## src/hdl/power_window_controller_assert.svh

```systemverilog
// Assertion macros shared by the power window controller modules.
`ifndef POWER_WINDOW_CONTROLLER_ASSERT_SVH
`define POWER_WINDOW_CONTROLLER_ASSERT_SVH

// Same-cycle implication, disabled while reset is asserted.
`define PWC_ASSERT_NOW(lbl, clk_s, rst_s, ante, cons) \
    lbl: assert property (@(posedge clk_s) disable iff (!rst_s) (ante) |-> (cons)) \
        else $error("pwc: same-cycle check failed");

// Next-cycle implication, disabled while reset is asserted.
`define PWC_ASSERT_NEXT(lbl, clk_s, rst_s, ante, cons) \
    lbl: assert property (@(posedge clk_s) disable iff (!rst_s) (ante) |=> (cons)) \
        else $error("pwc: next-cycle check failed");

`endif

```

## src/hdl/pwc_pkg.sv

```systemverilog
// Package: types, codes and constants of the power window controller.
`default_nettype none
package pwc_pkg;

    localparam int MODE_W    = 3;
    localparam int DRIVE_W   = 2;
    localparam int CNT_W     = 24;
    localparam int CFG_IDX_W = 8;

    // Mode codes
    localparam logic [MODE_W-1:0] MODE_IDLE  = 3'd0;
    localparam logic [MODE_W-1:0] MODE_MUP   = 3'd1;
    localparam logic [MODE_W-1:0] MODE_MDOWN = 3'd2;
    localparam logic [MODE_W-1:0] MODE_AUP   = 3'd3;
    localparam logic [MODE_W-1:0] MODE_ADOWN = 3'd4;
    localparam logic [MODE_W-1:0] MODE_REV   = 3'd5;
    localparam logic [MODE_W-1:0] MODE_PAUSE = 3'd6;

    // Motor drive codes
    localparam logic [DRIVE_W-1:0] DRIVE_OFF  = 2'd0;
    localparam logic [DRIVE_W-1:0] DRIVE_UP   = 2'd1;
    localparam logic [DRIVE_W-1:0] DRIVE_DOWN = 2'd2;

    // Configuration register indexes
    localparam logic [CFG_IDX_W-1:0] REG_REVERSE_TICKS = 8'd0;
    localparam logic [CFG_IDX_W-1:0] REG_PAUSE_TICKS   = 8'd1;

    localparam logic [CNT_W-1:0] REVERSE_TICKS_RST = 24'd4000000;
    localparam logic [CNT_W-1:0] PAUSE_TICKS_RST   = 24'd2000000;

    localparam int QUEUE_DEPTH_DEF = 2;

    // Classified tick handed from front to back
    typedef struct packed {
        logic              cmd_valid;
        logic [MODE_W-1:0] cmd_mode;
        logic              cmd_pas;
        logic              drv_up;
        logic              drv_down;
        logic              pas_up;
        logic              pas_down;
        logic              top_limit;
        logic              bottom_limit;
        logic              obstacle;
    } pwc_item_t;

    // Button position within one owner's group to command mode
    function automatic logic [MODE_W-1:0] cmd_mode_of(input logic [1:0] btn);
        logic [MODE_W-1:0] m;
        case (btn)
            2'd0:    m = MODE_MUP;
            2'd1:    m = MODE_MDOWN;
            2'd2:    m = MODE_AUP;
            default: m = MODE_ADOWN;
        endcase
        return m;
    endfunction

endpackage
`default_nettype wire

```

## src/hdl/pwc_ifs.sv

```systemverilog
// Handshake interfaces of the power window controller channels.
`default_nettype none

interface pwc_in_if;
    logic valid;
    logic ready;
    logic drv_up;
    logic drv_down;
    logic drv_auto_up;
    logic drv_auto_down;
    logic pas_up;
    logic pas_down;
    logic pas_auto_up;
    logic pas_auto_down;
    logic top_limit;
    logic bottom_limit;
    logic obstacle;

    modport source (
        output valid, drv_up, drv_down, drv_auto_up, drv_auto_down,
               pas_up, pas_down, pas_auto_up, pas_auto_down,
               top_limit, bottom_limit, obstacle,
        input  ready
    );
    modport sink (
        input  valid, drv_up, drv_down, drv_auto_up, drv_auto_down,
               pas_up, pas_down, pas_auto_up, pas_auto_down,
               top_limit, bottom_limit, obstacle,
        output ready
    );
endinterface

interface pwc_out_if;
    logic                         valid;
    logic                         ready;
    logic [pwc_pkg::DRIVE_W-1:0]  motor_drive;
    logic [pwc_pkg::MODE_W-1:0]   mode_now;
    logic                         obstacle_hit;

    modport source (output valid, motor_drive, mode_now, obstacle_hit, input ready);
    modport sink   (input  valid, motor_drive, mode_now, obstacle_hit, output ready);
endinterface

interface pwc_cfg_if;
    logic                          valid;
    logic                          ready;
    logic [pwc_pkg::CFG_IDX_W-1:0] idx;
    logic [pwc_pkg::CNT_W-1:0]     data;

    modport source (output valid, idx, data, input ready);
    modport sink   (input  valid, idx, data, output ready);
endinterface

`default_nettype wire

```

## src/hdl/pwc_front.sv

```systemverilog
// Front end: accepts pin words and picks the prioritized command.
`default_nettype none
module pwc_front (
    input  wire logic              clk,
    input  wire logic              rst_n,
    pwc_in_if.sink                 pins,
    output pwc_pkg::pwc_item_t     item,
    output logic                   item_valid,
    input  wire logic              item_ready
);

    logic               vld_reg;
    pwc_pkg::pwc_item_t item_reg;
    pwc_pkg::pwc_item_t item_next;
    logic [7:0]         btn;
    logic               take;

    assign pins.ready = !vld_reg || item_ready;
    assign take       = pins.valid && pins.ready;

    assign btn = {pins.pas_auto_down, pins.pas_auto_up, pins.pas_down, pins.pas_up,
                  pins.drv_auto_down, pins.drv_auto_up, pins.drv_down, pins.drv_up};

    // Fixed priority: lowest button position wins
    always_comb
    begin
        item_next           = '0;
        for (int i = 7; i >= 0; i--)
        begin
            if (btn[i])
            begin
                item_next.cmd_valid = 1'b1;
                item_next.cmd_mode  = pwc_pkg::cmd_mode_of(2'(i));
                item_next.cmd_pas   = (i >= 4);
            end
        end
        item_next.drv_up       = pins.drv_up;
        item_next.drv_down     = pins.drv_down;
        item_next.pas_up       = pins.pas_up;
        item_next.pas_down     = pins.pas_down;
        item_next.top_limit    = pins.top_limit;
        item_next.bottom_limit = pins.bottom_limit;
        item_next.obstacle     = pins.obstacle;
    end

    // Holding register toward the queue
    always_ff @(posedge clk or negedge rst_n)
    begin
        if (!rst_n)
        begin
            vld_reg <= 1'b0;
        end
        else if (pins.ready)
        begin
            vld_reg <= pins.valid;
        end
    end

    always_ff @(posedge clk)
    begin
        if (take)
        begin
            item_reg <= item_next;
        end
    end

    assign item       = item_reg;
    assign item_valid = vld_reg;

endmodule
`default_nettype wire

```

## src/hdl/pwc_fifo.sv

```systemverilog
// Short word queue between the front end and the mode engine.
`default_nettype none
`include "power_window_controller_assert.svh"
module pwc_fifo #(
    parameter int DEPTH = pwc_pkg::QUEUE_DEPTH_DEF
) (
    input  wire logic               clk,
    input  wire logic               rst_n,
    input  wire logic               push,
    input  wire pwc_pkg::pwc_item_t push_item,
    output logic                    push_ready,
    input  wire logic               pop,
    output pwc_pkg::pwc_item_t      head_item,
    output logic                    head_valid
);

    localparam int PTR_W = (DEPTH > 1) ? $clog2(DEPTH) : 1;
    localparam int CNT_W = $clog2(DEPTH + 1);

    pwc_pkg::pwc_item_t mem [DEPTH];
    logic [PTR_W-1:0]   wr_ptr_reg;
    logic [PTR_W-1:0]   rd_ptr_reg;
    logic [CNT_W-1:0]   count_reg;
    logic               do_push;
    logic               do_pop;

    assign push_ready = (count_reg != CNT_W'(DEPTH));
    assign head_valid = (count_reg != '0);
    assign do_push    = push && push_ready;
    assign do_pop     = pop && head_valid;
    assign head_item  = mem[rd_ptr_reg];

    always_ff @(posedge clk)
    begin
        if (do_push)
        begin
            mem[wr_ptr_reg] <= push_item;
        end
    end

    // Pointers wrap at the depth, which need not be a power of two
    always_ff @(posedge clk or negedge rst_n)
    begin
        if (!rst_n)
        begin
            wr_ptr_reg <= '0;
            rd_ptr_reg <= '0;
            count_reg  <= '0;
        end
        else
        begin
            if (do_push)
            begin
                wr_ptr_reg <= (wr_ptr_reg == PTR_W'(DEPTH - 1)) ? '0 : wr_ptr_reg + 1'b1;
            end
            if (do_pop)
            begin
                rd_ptr_reg <= (rd_ptr_reg == PTR_W'(DEPTH - 1)) ? '0 : rd_ptr_reg + 1'b1;
            end
            if (do_push && !do_pop)
            begin
                count_reg <= count_reg + 1'b1;
            end
            else if (do_pop && !do_push)
            begin
                count_reg <= count_reg - 1'b1;
            end
        end
    end

    `PWC_ASSERT_NOW(a_pop_nonempty, clk, rst_n, pop, count_reg != '0)

endmodule
`default_nettype wire

```

## src/hdl/pwc_back.sv

```systemverilog
// Mode engine: window state machine, reversal timing and result register.
`default_nettype none
`include "power_window_controller_assert.svh"
module pwc_back (
    input  wire logic               clk,
    input  wire logic               rst_n,
    input  wire logic               q_valid,
    input  wire pwc_pkg::pwc_item_t q_item,
    output logic                    q_pop,
    pwc_cfg_if.sink                 cfg,
    pwc_out_if.source               result
);

    localparam logic [pwc_pkg::CNT_W-1:0] CNT_ONE = pwc_pkg::CNT_W'(1);

    logic [pwc_pkg::CNT_W-1:0]   reverse_ticks_reg;
    logic [pwc_pkg::CNT_W-1:0]   pause_ticks_reg;

    logic [pwc_pkg::MODE_W-1:0]  mode_reg;
    logic [pwc_pkg::MODE_W-1:0]  mode_next;
    logic                        pas_reg;
    logic                        pas_next;
    logic [pwc_pkg::CNT_W-1:0]   delay_reg;
    logic [pwc_pkg::CNT_W-1:0]   delay_next;

    logic                        out_vld_reg;
    logic [pwc_pkg::DRIVE_W-1:0] drive_reg;
    logic [pwc_pkg::DRIVE_W-1:0] drive_next;
    logic [pwc_pkg::MODE_W-1:0]  mode_out_reg;
    logic [pwc_pkg::MODE_W-1:0]  mode_out_next;
    logic                        hit_reg;
    logic                        hit_next;

    logic [pwc_pkg::MODE_W-1:0]  run_mode;
    logic                        held;
    logic                        rev_active;
    logic [pwc_pkg::CNT_W-1:0]   rev_dc;

    // Config writes are always taken
    assign cfg.ready = 1'b1;

    always_ff @(posedge clk or negedge rst_n)
    begin
        if (!rst_n)
        begin
            reverse_ticks_reg <= pwc_pkg::REVERSE_TICKS_RST;
            pause_ticks_reg   <= pwc_pkg::PAUSE_TICKS_RST;
        end
        else if (cfg.valid)
        begin
            unique case (cfg.idx)
                pwc_pkg::REG_REVERSE_TICKS: reverse_ticks_reg <= cfg.data;
                pwc_pkg::REG_PAUSE_TICKS:   pause_ticks_reg   <= cfg.data;
                default: ;
            endcase
        end
    end

    // Pop whenever the result register is free or being drained
    assign q_pop = q_valid && (!out_vld_reg || result.ready);

    // Next state and result for the head word
    always_comb
    begin
        pas_next      = pas_reg;
        run_mode      = mode_reg;
        if (mode_reg == pwc_pkg::MODE_IDLE && q_item.cmd_valid)
        begin
            run_mode = q_item.cmd_mode;
            pas_next = q_item.cmd_pas;
        end
        held          = 1'b0;
        hit_next      = 1'b0;
        rev_active    = 1'b0;
        mode_next     = pwc_pkg::MODE_IDLE;
        delay_next    = '0;
        drive_next    = pwc_pkg::DRIVE_OFF;
        mode_out_next = pwc_pkg::MODE_IDLE;

        unique case (run_mode)
            pwc_pkg::MODE_MUP:
            begin
                held = pas_next ? q_item.pas_up : q_item.drv_up;
                if (q_item.obstacle)
                begin
                    hit_next = 1'b1;
                end
                else if (held && !q_item.top_limit)
                begin
                    mode_next     = pwc_pkg::MODE_MUP;
                    delay_next    = delay_reg;
                    drive_next    = pwc_pkg::DRIVE_UP;
                    mode_out_next = pwc_pkg::MODE_MUP;
                end
            end
            pwc_pkg::MODE_MDOWN:
            begin
                held = pas_next ? q_item.pas_down : q_item.drv_down;
                if (held && !q_item.bottom_limit)
                begin
                    mode_next     = pwc_pkg::MODE_MDOWN;
                    delay_next    = delay_reg;
                    drive_next    = pwc_pkg::DRIVE_DOWN;
                    mode_out_next = pwc_pkg::MODE_MDOWN;
                end
            end
            pwc_pkg::MODE_AUP:
            begin
                if (q_item.obstacle)
                begin
                    hit_next = 1'b1;
                end
                else if (!q_item.top_limit)
                begin
                    mode_next     = pwc_pkg::MODE_AUP;
                    delay_next    = delay_reg;
                    drive_next    = pwc_pkg::DRIVE_UP;
                    mode_out_next = pwc_pkg::MODE_AUP;
                end
            end
            pwc_pkg::MODE_ADOWN:
            begin
                if (!q_item.bottom_limit)
                begin
                    mode_next     = pwc_pkg::MODE_ADOWN;
                    delay_next    = delay_reg;
                    drive_next    = pwc_pkg::DRIVE_DOWN;
                    mode_out_next = pwc_pkg::MODE_ADOWN;
                end
            end
            pwc_pkg::MODE_REV:
            begin
                rev_active = 1'b1;
            end
            pwc_pkg::MODE_PAUSE:
            begin
                mode_out_next = pwc_pkg::MODE_PAUSE;
                if (delay_reg > CNT_ONE)
                begin
                    mode_next  = pwc_pkg::MODE_PAUSE;
                    delay_next = delay_reg - CNT_ONE;
                end
            end
            default: ;
        endcase

        // Reversal tick, either continuing or started by an obstacle this tick
        rev_dc = hit_next ? reverse_ticks_reg : delay_reg;
        if (hit_next || rev_active)
        begin
            drive_next    = pwc_pkg::DRIVE_DOWN;
            mode_out_next = pwc_pkg::MODE_REV;
            if (rev_dc > CNT_ONE)
            begin
                mode_next  = pwc_pkg::MODE_REV;
                delay_next = rev_dc - CNT_ONE;
            end
            else if (pause_ticks_reg != '0)
            begin
                mode_next  = pwc_pkg::MODE_PAUSE;
                delay_next = pause_ticks_reg;
            end
        end
    end

    // State and result registers
    always_ff @(posedge clk or negedge rst_n)
    begin
        if (!rst_n)
        begin
            mode_reg    <= pwc_pkg::MODE_IDLE;
            pas_reg     <= 1'b0;
            delay_reg   <= '0;
            out_vld_reg <= 1'b0;
        end
        else
        begin
            if (q_pop)
            begin
                mode_reg  <= mode_next;
                pas_reg   <= pas_next;
                delay_reg <= delay_next;
            end
            if (q_pop)
            begin
                out_vld_reg <= 1'b1;
            end
            else if (result.ready)
            begin
                out_vld_reg <= 1'b0;
            end
        end
    end

    always_ff @(posedge clk)
    begin
        if (q_pop)
        begin
            drive_reg    <= drive_next;
            mode_out_reg <= mode_out_next;
            hit_reg      <= hit_next;
        end
    end

    assign result.valid        = out_vld_reg;
    assign result.motor_drive  = drive_reg;
    assign result.mode_now     = mode_out_reg;
    assign result.obstacle_hit = hit_reg;

    `PWC_ASSERT_NOW(a_hit_drives_down, clk, rst_n, out_vld_reg && hit_reg,
        drive_reg == pwc_pkg::DRIVE_DOWN && mode_out_reg == pwc_pkg::MODE_REV)
    `PWC_ASSERT_NEXT(a_pause_ends_idle, clk, rst_n,
        q_pop && mode_reg == pwc_pkg::MODE_PAUSE && delay_reg <= CNT_ONE,
        mode_reg == pwc_pkg::MODE_IDLE)
    `PWC_ASSERT_NEXT(a_rev_counts_down, clk, rst_n,
        q_pop && mode_reg == pwc_pkg::MODE_REV && delay_reg > CNT_ONE,
        mode_reg == pwc_pkg::MODE_REV && delay_reg == $past(delay_reg) - CNT_ONE)

endmodule
`default_nettype wire

```

## src/hdl/power_window_controller.sv

```systemverilog
// Top level of the power window controller with anti-pinch reversal.
// One pin word per clock goes in and one result word per clock comes out, sustained
// while the output side is ready; each result passes the front register, the queue
// and the result register, and is held back while the output side stalls. The rate
// is set by the mode update in the back-end state machine, whose reversal and
// pause counter steps once per word. The queue of QUEUE_DEPTH words lets the
// front keep taking words for a short while when the output stalls. Configuration
// writes are taken at any time but must only be issued while the block is idle.
`default_nettype none
module power_window_controller #(
    parameter int QUEUE_DEPTH = pwc_pkg::QUEUE_DEPTH_DEF
) (
    input  wire logic   clk,
    input  wire logic   rst_n,
    pwc_in_if.sink      pins,
    pwc_out_if.source   result,
    pwc_cfg_if.sink     cfg
);

    pwc_pkg::pwc_item_t front_item;
    logic               front_valid;
    logic               q_ready;
    pwc_pkg::pwc_item_t head_item;
    logic               head_valid;
    logic               q_pop;

    pwc_front u_front (
        .clk        (clk),
        .rst_n      (rst_n),
        .pins       (pins),
        .item       (front_item),
        .item_valid (front_valid),
        .item_ready (q_ready)
    );

    pwc_fifo #(
        .DEPTH (QUEUE_DEPTH)
    ) u_fifo (
        .clk        (clk),
        .rst_n      (rst_n),
        .push       (front_valid),
        .push_item  (front_item),
        .push_ready (q_ready),
        .pop        (q_pop),
        .head_item  (head_item),
        .head_valid (head_valid)
    );

    pwc_back u_back (
        .clk     (clk),
        .rst_n   (rst_n),
        .q_valid (head_valid),
        .q_item  (head_item),
        .q_pop   (q_pop),
        .cfg     (cfg),
        .result  (result)
    );

endmodule
`default_nettype wire
```

## src/flat_wrapper.sv

```systemverilog
// flat-port wrapper written by rule: the top's interface ports become plain ports
module power_window_controller_flat 
#(
    parameter int QUEUE_DEPTH = pwc_pkg::QUEUE_DEPTH_DEF
)
  (clk, rst_n, pins_valid, pins_drv_up, pins_drv_down, pins_drv_auto_up, pins_drv_auto_down, pins_pas_up, pins_pas_down, pins_pas_auto_up, pins_pas_auto_down, pins_top_limit, pins_bottom_limit, pins_obstacle, pins_ready, result_valid, result_motor_drive, result_mode_now, result_obstacle_hit, result_ready, cfg_valid, cfg_idx, cfg_data, cfg_ready);
  pwc_in_if pins_i ();
  pwc_out_if result_i ();
  pwc_cfg_if cfg_i ();
  input  wire logic clk;
  input  wire logic rst_n;
  input wire logic [$bits(pins_i.valid)-1:0] pins_valid;
  input wire logic [$bits(pins_i.drv_up)-1:0] pins_drv_up;
  input wire logic [$bits(pins_i.drv_down)-1:0] pins_drv_down;
  input wire logic [$bits(pins_i.drv_auto_up)-1:0] pins_drv_auto_up;
  input wire logic [$bits(pins_i.drv_auto_down)-1:0] pins_drv_auto_down;
  input wire logic [$bits(pins_i.pas_up)-1:0] pins_pas_up;
  input wire logic [$bits(pins_i.pas_down)-1:0] pins_pas_down;
  input wire logic [$bits(pins_i.pas_auto_up)-1:0] pins_pas_auto_up;
  input wire logic [$bits(pins_i.pas_auto_down)-1:0] pins_pas_auto_down;
  input wire logic [$bits(pins_i.top_limit)-1:0] pins_top_limit;
  input wire logic [$bits(pins_i.bottom_limit)-1:0] pins_bottom_limit;
  input wire logic [$bits(pins_i.obstacle)-1:0] pins_obstacle;
  output wire logic [$bits(pins_i.ready)-1:0] pins_ready;
  output wire logic [$bits(result_i.valid)-1:0] result_valid;
  output wire logic [$bits(result_i.motor_drive)-1:0] result_motor_drive;
  output wire logic [$bits(result_i.mode_now)-1:0] result_mode_now;
  output wire logic [$bits(result_i.obstacle_hit)-1:0] result_obstacle_hit;
  input wire logic [$bits(result_i.ready)-1:0] result_ready;
  input wire logic [$bits(cfg_i.valid)-1:0] cfg_valid;
  input wire logic [$bits(cfg_i.idx)-1:0] cfg_idx;
  input wire logic [$bits(cfg_i.data)-1:0] cfg_data;
  output wire logic [$bits(cfg_i.ready)-1:0] cfg_ready;
  assign pins_i.valid = pins_valid;
  assign pins_i.drv_up = pins_drv_up;
  assign pins_i.drv_down = pins_drv_down;
  assign pins_i.drv_auto_up = pins_drv_auto_up;
  assign pins_i.drv_auto_down = pins_drv_auto_down;
  assign pins_i.pas_up = pins_pas_up;
  assign pins_i.pas_down = pins_pas_down;
  assign pins_i.pas_auto_up = pins_pas_auto_up;
  assign pins_i.pas_auto_down = pins_pas_auto_down;
  assign pins_i.top_limit = pins_top_limit;
  assign pins_i.bottom_limit = pins_bottom_limit;
  assign pins_i.obstacle = pins_obstacle;
  assign pins_ready = pins_i.ready;
  assign result_valid = result_i.valid;
  assign result_motor_drive = result_i.motor_drive;
  assign result_mode_now = result_i.mode_now;
  assign result_obstacle_hit = result_i.obstacle_hit;
  assign result_i.ready = result_ready;
  assign cfg_i.valid = cfg_valid;
  assign cfg_i.idx = cfg_idx;
  assign cfg_i.data = cfg_data;
  assign cfg_ready = cfg_i.ready;
  power_window_controller #(.QUEUE_DEPTH(QUEUE_DEPTH)) u_core (.clk(clk), .rst_n(rst_n), .pins(pins_i), .result(result_i), .cfg(cfg_i));
endmodule
```

## config.mk

```make
export PLATFORM = sky130hd
export DESIGN_NAME = power_window_controller_flat
export DESIGN_NICKNAME = d
export VERILOG_FILES = /design/src/hdl/pwc_pkg.sv /design/src/hdl/pwc_ifs.sv /design/src/hdl/pwc_front.sv /design/src/hdl/pwc_fifo.sv /design/src/hdl/pwc_back.sv /design/src/hdl/power_window_controller.sv /design/src/flat_wrapper.sv
export VERILOG_INCLUDE_DIRS = /design/src /design/src/hdl
export SDC_FILE = /design/constraint.sdc
export NUM_CORES = 1
export LEC_CHECK = 0
export BUFFER_PORTS_ARGS = -buffer_cell sky130_fd_sc_hd__buf_2
export CORE_MARGIN = 1
export CORE_UTILIZATION = 24
export CTS_CLUSTER_SIZE = 20
export DETAILED_ROUTE_END_ITERATION = 12
export GPL_TIMING_DRIVEN = 0
export MAX_ROUTING_LAYER = met4
export PLACE_DENSITY = 0.46
export SLEW_MARGIN = 10
export SYNTH_ARGS = -nofsm -noshare
export SYNTH_HDL_FRONTEND = slang
export SYNTH_SLANG_ARGS = --single-unit
```

## constraint.sdc

```tcl
create_clock -name clk -period 5.7 [get_ports clk]
set_input_delay 0.57 -clock clk [delete_from_list [all_inputs] [get_ports clk]]
set_output_delay 0.57 -clock clk [all_outputs]
set_load 0.1 [all_outputs]
```

==> flow_metrics.env, run 1 <==
export IMPL_critical_path_cell_chain="buf_2, or3b_1, a211oi_2, o21ai_1, buf_4, inv_2, buf_2, buf_2, nor2_1, a21oi_1, ha_1, nor3b_1, nand4_1, mux2_2, or4_1, a21oi_1, o31ai_1"
export IMPL_critPathTopFamily="simple AND/OR/NAND/NOR gates"
export IMPL_yosys_area_share_xor_xnor_pct=4.29
export IMPL_fmax_mhz=187
export IMPL_rsz0062_at_grt="false"
export IMPL_dr_total_vias=5894
export IMPL_worst_path_buf_inv=5
export IMPL_die_height_um=174
export IMPL_die_width_um=174
export IMPL_cp_end_kind="flip-flop"
export IMPL_antenna_found_initial=0
export IMPL_dp_slack_ns=0.280
export IMPL_initial_utilization_pct=24.6
export IMPL_drive_above_1_share_pct=25.9
export IMPL_synth_compound_area_share_pct=14.3
export IMPL_ant_nets=0
export IMPL_insertion_delay_ns=0.44
export IMPL_worst_slew_pin_slew_ns=1.11
export IMPL_cts_buffer_depth=2
export IMPL_cp_start_kind="flip-flop"
export IMPL_h_tree_depth=4
export IMPL_core_sq_um=28900
export IMPL_cts_clk_slew_worst_paths_ns=0.06
export IMPL_rows=62
export IMPL_drt_iter0_markers=522
export IMPL_leakage_nw=3.46
export IMPL_seq_area_frac_synth_pct=46.8
export IMPL_synth_distinct_cells=77
export IMPL_cp_max_fo=10
export IMPL_wl_um=22600
export IMPL_yosys_area_top_type="dfrtp_1"
export IMPL_synth_top_area_share_pct=23.9
export IMPL_area_delta_synth_final_pct=19.7
export IMPL_synth_area_sq_um=7110
export IMPL_grt_pass1_wl_um=34800
export IMPL_rrSetupSlack_ns=0.36
export IMPL_fp_dieArea_sq_um=30300
export IMPL_critPathArrivalTime_ns=5.63
export IMPL_finClkSkew_ns=0.0157
export IMPL_path_class="flip-flop to flip-flop"
export IMPL_grt_total_usage_pct=15.6
export IMPL_cpPeakStageDelay_ns=0.78
export IMPL_synthMuxAreaShare_pct=12.3
export IMPL_synth_area_leaders="dfrtp_1 24%, edfxtp_1 18%, mux2_2 9.5%"
export IMPL_syn_nets=734
export IMPL_synthAdderAreaFrac_pct=0.879
export IMPL_root_buffer="clkbuf_16"
export IMPL_ios=57
export IMPL_setup_slack_ns=0.358
export IMPL_synth_edf_count=42
export IMPL_final_hold_violation_count=0
export IMPL_cts_hold_buf=0
export IMPL_finalSetupTns_ns=0
export IMPL_cp_common_cell="buf_2"
export IMPL_syn_avg_cell_area_sq_um=10.4
export IMPL_power_density_nw_per_um2=559
export IMPL_grt_pass1_vias=5747
export IMPL_post_route_min_period_ns=5.34
export IMPL_layout_common_cells="68 x dfrtp_1, 64 x buf_2, 60 x mux2_2"
export IMPL_cp_required_ns=5.99
export IMPL_detail_route_vias_per_cell=5.12
export IMPL_cts_tree="yes"
export IMPL_drv_slew=0
export IMPL_maxCapViolCount=0
export IMPL_async_reset_ff_share_pct=66.1
export IMPL_hold_class="input pin to asynchronous set/reset pin"
export IMPL_slew_headroom_pct=25.8
export IMPL_post_cts_buffers=0
export IMPL_fin_crit_sh_pct=93.7
export IMPL_power_mw=4.76
export IMPL_postLayoutCoreUtil_pct=29.4
export IMPL_port_buffers=55
export IMPL_drc_errors=0
export IMPL_num_antenna_cells=0
export IMPL_status="completed"
export IMPL_slowest_stage="nor3b_1"
export IMPL_avgRoutedWirePerCell_um=19.6
export IMPL_synthFlopType="dfrtp_1"
export IMPL_yosysWarnings=0
export IMPL_overflow=0
export IMPL_cts_buffers=17
export IMPL_layout_commonest_cell="dfrtp_1"
export IMPL_fillers=3010
export IMPL_nets=808
export IMPL_ys_seq_elements=124
export IMPL_postSynthCellCount=681
export IMPL_grt_max_degree=50
export IMPL_synth_simple_area_share_pct=17.9
export IMPL_firstDrtPassIters=5
export IMPL_dp_hpwl_um=16900
export IMPL_globalplace_congestion=0.895
export IMPL_setup_viol=0
export IMPL_synth_top_family_by_area="simple AND/OR/NAND/NOR gates"
export IMPL_vdd_ir_drop_max_mv=0.249
export IMPL_cts_num_sinks=124
stage by stage:
stage	cells	hold slack (ns)	area (sq um)
5_1_grt	1152	0.134	8510
6_report	1152	0.102	8510
4_1_cts	1153	0.116	8510
3_3_place_gp	1120	0.425	7870
2_1_floorplan	681	0.274	7110
3_5_place_dp	1121	0.435	7910
cell type report:
type	count	area [sq um]	area share, %
inverters	17	63.8	0.749
clock inverters	15	175	2.06
flip-flops and latches	124	3330	39.1
well taps	384	480	5.64
repair buffers	56	305	3.59
clock buffers	17	425	5.00
multi-input cells	506	3550	41.7
plain buffers	33	181	2.13
what timing repair did:
action	in CTS	in global routing
gates resized for setup	0	1
endpoints found under the hold margin	0	0
setup endpoints to repair	0	4
per-layer routing:
layer  vias up  GRT usage (%)  routed length (um)  share of wire (%)
li1       2737              -                   -                  -
met1      2941           20.9               10700                 47
met2       183           23.2               10300                 45
met3        33           2.97                1140                5.0
met4         0           5.70                 470                2.1
met5         -              -                   0                  0
cell families after synthesis:
group                    Yosys count
AND/OR/NAND/NOR                  239
AO/OA/AOI/OAI                    148
flip-flops                       124
adder cells (fa/ha/maj)            5
buffers and inverters             51
multiplexers                      79
other                              1
XOR/XNOR                          34
worst paths after layout:
check / start / endpoint / cells after the start
worst max-delay path: u_core.u_fifo.rd_ptr_reg$_DFFE_PN0P_ / u_core.u_back.delay_reg[22]$_DFFE_PN0P_ / 17
worst min register to register: u_core.u_front.item[11]$_SDFFCE_PP1P_ / u_core.u_fifo.mem[1][11]$_DFFE_PP_ / 0
worst min-delay path: rst_n / u_core.u_back.pause_ticks_reg[11]$_DFFE_PN0P_ / 1
worst max register to register: u_core.u_fifo.rd_ptr_reg$_DFFE_PN0P_ / u_core.u_back.delay_reg[22]$_DFFE_PN0P_ / 17
min in group clk: pins_bottom_limit / u_core.u_front.item[1]$_DFFE_PP_ / 1
max in group asynchronous: rst_n / u_core.u_back.pause_ticks_reg[15]$_DFFE_PN1P_ / 2
power by group:
group,internal [mW],switching [mW]
Combinational,0.766,1.53
Sequential,1.16,0.177
Clock,0.659,0.465
synth_stat cells (all sizes together) (7+ instances only):
library cell,instances
a21oi,23
a31oi,9
and3,7
buf,17
clkbuf,17
dfrtp,68
dfstp,14
edfxtp,42
inv,17
mux2,60
mux2i,18
nand2,37
nand2b,8
nand3,23
nand4,8
nor2,57
nor3,23
nor4,28
o211ai,9
o21ai,44
or3,12
or4,7
xnor2,22
xor2,12
(Power assumes the default switching activity.)
==> inputs of run 2 (changes only) <==
Settings changed: CORE_UTILIZATION 24 to 60, GPL_TIMING_DRIVEN 0 to unset, PLACE_DENSITY 0.46 to 0.87.
==> flow_metrics.env, run 2 (synthesis results as in run 1) <==
export IMPL_status="completed"
export IMPL_drc_errors=0
export IMPL_rows=39
export IMPL_cp_max_fo=26
export IMPL_grt_max_degree=83
export IMPL_insertion_delay_ns=0.43
export IMPL_area_delta_synth_final_pct=13.5
export IMPL_cts_clk_slew_worst_paths_ns=0.07
export IMPL_ant_nets=0
export IMPL_fmax_mhz=210
export IMPL_grt_pass1_vias=5954
export IMPL_antenna_found_initial=2
export IMPL_post_cts_buffers=0
export IMPL_swShare_pct=44.8
export IMPL_postLayoutCoreUtil_pct=70.4
export IMPL_avgRoutedWirePerCell_um=23.8
export IMPL_port_buffers=55
export IMPL_final_instance_count_excl_fill=887
export IMPL_critPathArrivalTime_ns=5.07
export IMPL_post_route_min_period_ns=4.76
export IMPL_dr_total_vias=6232
export IMPL_cp_end_kind="flip-flop"
export IMPL_dp_slack_ns=1.11
export IMPL_die_height_um=111
export IMPL_layout_common_cells="68 x dfrtp_1, 60 x mux2_2, 56 x nor2_1"
export IMPL_grt_pass1_wl_um=33000
export IMPL_power_mw=4.66
export IMPL_drive_above_1_share_pct=25.3
export IMPL_wl_um=21100
export IMPL_globalplace_congestion=1.01
export IMPL_slew_headroom_pct=15.8
export IMPL_seqCellArea_sq_um=3330
export IMPL_core_sq_um=11500
export IMPL_grt_total_usage_pct=36.5
export IMPL_cp_start_kind="flip-flop"
export IMPL_firstDrtPassIters=6
export IMPL_overflow=0
export IMPL_die_width_um=111
export IMPL_layout_commonest_cell="dfrtp_1"
export IMPL_setup_viol=0
export IMPL_ios=57
export IMPL_pwr_share_comb_pct=45.9
export IMPL_multi_input_area_sq_um=3540
export IMPL_final_hold_violation_count=0
export IMPL_pwr_share_clk_pct=24.3
export IMPL_hold_class="input pin to asynchronous set/reset pin"
export IMPL_placedCellCount=853
export IMPL_cp_required_ns=6.01
export IMPL_postCtsResizedCells=0
export IMPL_drv_slew=0
export IMPL_rsz0062_at_grt="false"
export IMPL_cts_num_sinks=124
export IMPL_cts_hold_buf=0
export IMPL_drt_iter0_markers=811
export IMPL_dp_hpwl_um=14200
export IMPL_fin_crit_sh_pct=83.6
export IMPL_power_density_nw_per_um2=577
export IMPL_nets=782
export IMPL_worst_slew_pin_slew_ns=1.23
export IMPL_p_switching_mw=2.09
export IMPL_path_class="flip-flop to flip-flop"
export IMPL_internal_power_mw=2.57
export IMPL_vdd_ir_drop_max_mv=0.416
export IMPL_cts_tree="yes"
export IMPL_initial_utilization_pct=62.0
export IMPL_leakage_nw=3.40
export IMPL_finClkSkew_ns=0.0107
export IMPL_h_tree_depth=4
export IMPL_maxCapViolCount=0
export IMPL_seqPwrFrac_pct=29.8
export IMPL_root_buffer="clkbuf_16"
export IMPL_fillers=772
export IMPL_cts_buffers=17
export IMPL_detail_route_vias_per_cell=7.03
export IMPL_setup_slack_ns=0.935
export IMPL_fp_dieArea_sq_um=12300
export IMPL_cts_buffer_depth=2
export IMPL_finalSetupTns_ns=0
==> run 2: cell types whose count changed in the layout (fill, tap and decap cells not counted), sizes merged <==
| cell | before | now |
|---|---|---|
| clkinvlp | 3 | 0 |
| inv | 26 | 24 |
| buf | 73 | 63 |
| bufinv | 2 | 1 |
| diode | 0 | 2 |
| clkinv | 1 | 3 |
| clkbuf | 33 | 21 |
==> run 2: metal layers <==
layer	wire, um	global-route usage, %	vias up
li1	-	-	2698
met1	8230	48.6	2958
met2	9330	52.9	471
met3	2690	9.29	105
met4	855	16.3	0
met5	0	-	-
==> run 2: critical path: stages (launching register included) <==
cell      delay [ns]
dfrtp_1         0.89
mux2i_1         0.33
a211oi_2        0.33
o21ai_1         0.16
inv_2           0.22
mux2i_1         0.32
ha_1            0.28
nor2_1          0.11
or3_1           0.35
nor4_1          0.42
mux2_2          0.44
nor2_1          0.19
a32o_1          0.30
a221o_1         0.29
==> run 2: power by group through the flow <==
| stage | registers [mW] | clock network (mW) | logic (mW) |
|---|---|---|---|
| 3_3_place_gp | 1.38 | 0 | 2.02 |
| 2_1_floorplan | 1.46 | 0 | 1.46 |
| 4_1_cts | 1.38 | 1.13 | 2.07 |
| 5_1_grt | 1.41 | 1.17 | 2.28 |
| 6_report | 1.39 | 1.13 | 2.14 |
| 3_5_place_dp | 1.39 | 0 | 2.05 |
==> run 2: final timing paths <==
| kind | cells past startpoint | to | slack [ns] | from |
|---|---|---|---|---|
| setup / recovery | 13 | u_core.u_back.delay_reg[4]$_DFFE_PN0P_ | 0.94 | u_core.u_fifo.rd_ptr_reg$_DFFE_PN0P_ |
| hold / removal | 1 | u_core.u_back.delay_reg[23]$_DFFE_PN0P_ | 0.30 | rst_n |
| setup reg to reg | 13 | u_core.u_back.delay_reg[4]$_DFFE_PN0P_ | 0.94 | u_core.u_fifo.rd_ptr_reg$_DFFE_PN0P_ |
| hold reg to reg | 0 | u_core.u_fifo.mem[1][4]$_DFFE_PP_ | 0.46 | u_core.u_front.item[4]$_DFFE_PP_ |
| max in group asynchronous | 1 | u_core.u_fifo.count_reg[0]$_DFFE_PN0P_ | 4.68 | rst_n |
| min in group clk | 1 | u_core.u_front.item[2]$_DFFE_PP_ | 0.32 | pins_top_limit |
==> run 2: cell type report <==
cell class	instances	area share, %
multi-input cells	506	43.9
flip-flops and latches	124	41.3
clock buffers	21	6.15
repair buffers	63	4.18
well taps	143	2.22
clock inverters	11	1.46
inverters	17	0.790
diodes	2	0.0620
==> run 2: metrics by stage <==
step                area, sq um  hold slack (ns)
finish                     8070            0.299
global route               8070            0.319
CTS                        8060            0.309
detailed placement         7450            0.435
global placement           7450            0.424
floorplan                  7110            0.274
==> inputs of run 3 (changes only) <==
Settings changed: ABC_AREA set to 1, PLACE_DENSITY 0.87 to 0.86.
Clock period 5.7 ns to 4.4 ns, I/O delays scaled along.
==> flow_metrics.env, run 3 <==
export IMPL_ant_nets=0
export IMPL_antenna_found_initial=0
export IMPL_seqCellArea_sq_um=3330
export IMPL_syn_nets=1202
export IMPL_cts_tree="yes"
export IMPL_cp_max_fo=38
export IMPL_insertion_delay_ns=0.43
export IMPL_fmax_mhz=264
export IMPL_ys_seq_elements=124
export IMPL_grt_total_usage_pct=36.1
export IMPL_worst_slew_pin_slew_ns=1.08
export IMPL_drc_errors=0
export IMPL_final_instance_count_excl_fill=1379
export IMPL_setup_viol=0
export IMPL_globalplace_congestion=0.984
export IMPL_yosys_area_top_type="dfrtp_1"
export IMPL_core_sq_um=13200
export IMPL_seq_area_frac_synth_pct=41.2
export IMPL_synth_top_area_share_pct=21.0
export IMPL_stdcell_area_sq_um=8970
export IMPL_async_reset_ff_share_pct=66.1
export IMPL_num_antenna_cells=0
export IMPL_cts_num_sinks=124
export IMPL_cp_required_ns=4.71
export IMPL_cts_buffer_depth=2
export IMPL_finalSetupTns_ns=0
export IMPL_h_tree_depth=4
export IMPL_yosysWarnings=0
export IMPL_cts_clk_slew_worst_paths_ns=0.06
export IMPL_port_buffers=55
export IMPL_drv_slew=0
export IMPL_finClkSkew_ns=0.0105
export IMPL_critPathArrivalTime_ns=4.10
export IMPL_postSynthCellCount=1149
export IMPL_cts_hold_buf=0
export IMPL_maxCapViolCount=0
export IMPL_initial_utilization_pct=61.3
export IMPL_hold_class="input pin to asynchronous set/reset pin"
export IMPL_final_hold_violation_count=0
export IMPL_area_delta_synth_final_pct=10.9
export IMPL_drt_iter0_markers=999
export IMPL_post_route_min_period_ns=3.79
export IMPL_fin_crit_sh_pct=86.2
export IMPL_layout_commonest_cell="nand2_1"
export IMPL_multi_input_area_sq_um=3890
export IMPL_layout_common_cells="392 x nand2_1, 146 x inv_1, 124 x nor2_1"
export IMPL_avgRoutedWirePerCell_um=16.8
export IMPL_placedCellCount=1347
export IMPL_fillers=1122
export IMPL_syn_avg_cell_area_sq_um=7.04
export IMPL_cp_end_kind="flip-flop"
export IMPL_synth_edf_count=42
export IMPL_yosysMostFrequentCell="nand2_1"
export IMPL_cp_start_kind="flip-flop"
export IMPL_firstDrtPassIters=6
export IMPL_grt_max_degree=49
export IMPL_cts_buffers=17
export IMPL_overflow=0
export IMPL_yosys_top_cells_count="392 x nand2_1, 146 x inv_1, 124 x nor2_1"
export IMPL_fp_dieArea_sq_um=14000
export IMPL_leakage_nw=4.48
export IMPL_postLayoutCoreUtil_pct=68.0
export IMPL_postCtsResizedCells=0
export IMPL_detail_route_vias_per_cell=5.66
export IMPL_wl_um=23200
export IMPL_root_buffer="clkbuf_16"
export IMPL_dr_total_vias=7802
export IMPL_vdd_ir_drop_max_mv=0.495
export IMPL_dp_hpwl_um=16900
export IMPL_post_cts_buffers=0
export IMPL_synth_distinct_cells=41
export IMPL_die_width_um=118
export IMPL_path_class="flip-flop to flip-flop"
export IMPL_slew_headroom_pct=27.6
export IMPL_rsz0062_at_grt="false"
export IMPL_drive_above_1_share_pct=13.1
export IMPL_synth_area_sq_um=8090
export IMPL_ios=57
export IMPL_grt_pass1_wl_um=37300
export IMPL_status="completed"
export IMPL_die_height_um=118
export IMPL_grt_pass1_vias=7059
export IMPL_rows=42
export IMPL_power_density_nw_per_um2=791
export IMPL_synthFlopType="dfrtp_1"
export IMPL_placed_area_sq_um=8370
export IMPL_synth_area_leaders="dfrtp_1 21%, nand2_1 18%, edfxtp_1 16%"
export IMPL_nets=1243
[run 3: changes by cell type after synthesis, moves of 10 or more]
cell	change
mux2i_1	-18
inv_1	+130
nor4_1	-17
nor2_1	+67
nand4_1	+41
nor3_1	-14
xnor2_1	-16
buf_6	+10
o21ai_0	+22
nand2_2	+15
or3_1	-12
mux2_2	-60
nand2_1	+355
nand3_1	+39
[run 3: routing by layer]
| metal | vias to the layer above | wire [um] | GRT usage [%] | part of all wire (%) |
|---|---|---|---|---|
| met4 | 0 | 468 | 10.0 | 2.0 |
| met2 | 395 | 9930 | 49.9 | 43 |
| met5 | - | 0 | - | 0 |
| met1 | 3609 | 10600 | 53.0 | 46 |
| li1 | 3753 | - | - | - |
| met3 | 45 | 2250 | 8.01 | 9.7 |
[run 3: cells by family (layout without fill, tap and decap cells)]
logic type | after synthesis | count (layout) | synth area share (%)
AOI/OAI and AO/OA | 114 | 114 | 7.45
xor gates and xnor gates | 23 | 23 | 2.49
adders and majority gates | 5 | 5 | 0.773
buffers and inverters | 195 | 249 | 10.9
DFF | 124 | 124 | 41.2
other | 1 | 1 | 0.0463
and+or+nand+nor | 687 | 687 | 37.2
[run 3: worst paths after layout]
| path | start | endpoint | slack, ns | cells after the start |
|---|---|---|---|---|
| min reg2reg | u_core.u_front.item[6]$_DFFE_PP_ | u_core.u_fifo.mem[0][6]$_DFFE_PP_ | 0.45 | 0 |
| min | rst_n | u_core.u_back.delay_reg[1]$_DFFE_PN0P_ | 0.04 | 1 |
| max in group asynchronous | rst_n | u_core.u_back.reverse_ticks_reg[11]$_DFFE_PN1P_ | 3.43 | 2 |
| min in group clk | pins_top_limit | u_core.u_front.item[2]$_DFFE_PP_ | 0.19 | 1 |
| max | u_core.u_fifo.rd_ptr_reg$_DFFE_PN0P_ | u_core.u_back.mode_reg[2]$_DFFE_PN0P_ | 0.61 | 18 |
| max reg2reg | u_core.u_fifo.rd_ptr_reg$_DFFE_PN0P_ | u_core.u_back.mode_reg[2]$_DFFE_PN0P_ | 0.61 | 18 |
[run 3: worst max-delay path, cell delays in order, from the launching register on]
cell,delay [ns]
dfrtp_1,0.60
inv_2,0.19
nand2_1,0.12
nand2_2,0.08
nand2_2,0.09
nand2_2,0.06
nand2_4,0.31
nand3_4,0.31
o21ai_2,0.38
ha_1,0.26
nand3_2,0.16
nor2_4,0.20
nand2_2,0.09
nand2_4,0.12
nand2_2,0.17
nand2_1,0.24
nand2_1,0.08
o22ai_1,0.12
inv_1,0.06
[run 3: final cells by class]
type                       count  area share, %
multi-input combinational    830           43.3
sequential                   124           37.1
inverter                     151           6.32
clock buffer                  19           5.07
timing repair buffer          66           4.02
tap                          176           2.45
clock inverter                13           1.70
[run 3: per-stage QoR]
stage / setup WS [ns] / hold slack [ns] / total power, mW
detailed placement: 0.674 / 0.434 / 5.53
global placement: 0.858 / 0.425 / 5.50
CTS: 0.662 / 0.0621 / 6.99
finish: 0.608 / 0.0422 / 7.10
global route: 0.272 / 0.0785 / 7.57
floorplan: 1.68 / 0.144 / 4.74
[run 3: power breakdown]
group / switching (mW) / total (mW) / internal (mW)
Clock: 0.558 / 1.44 / 0.883
Sequential: 0.300 / 1.84 / 1.54
Combinational: 2.77 / 3.81 / 1.04
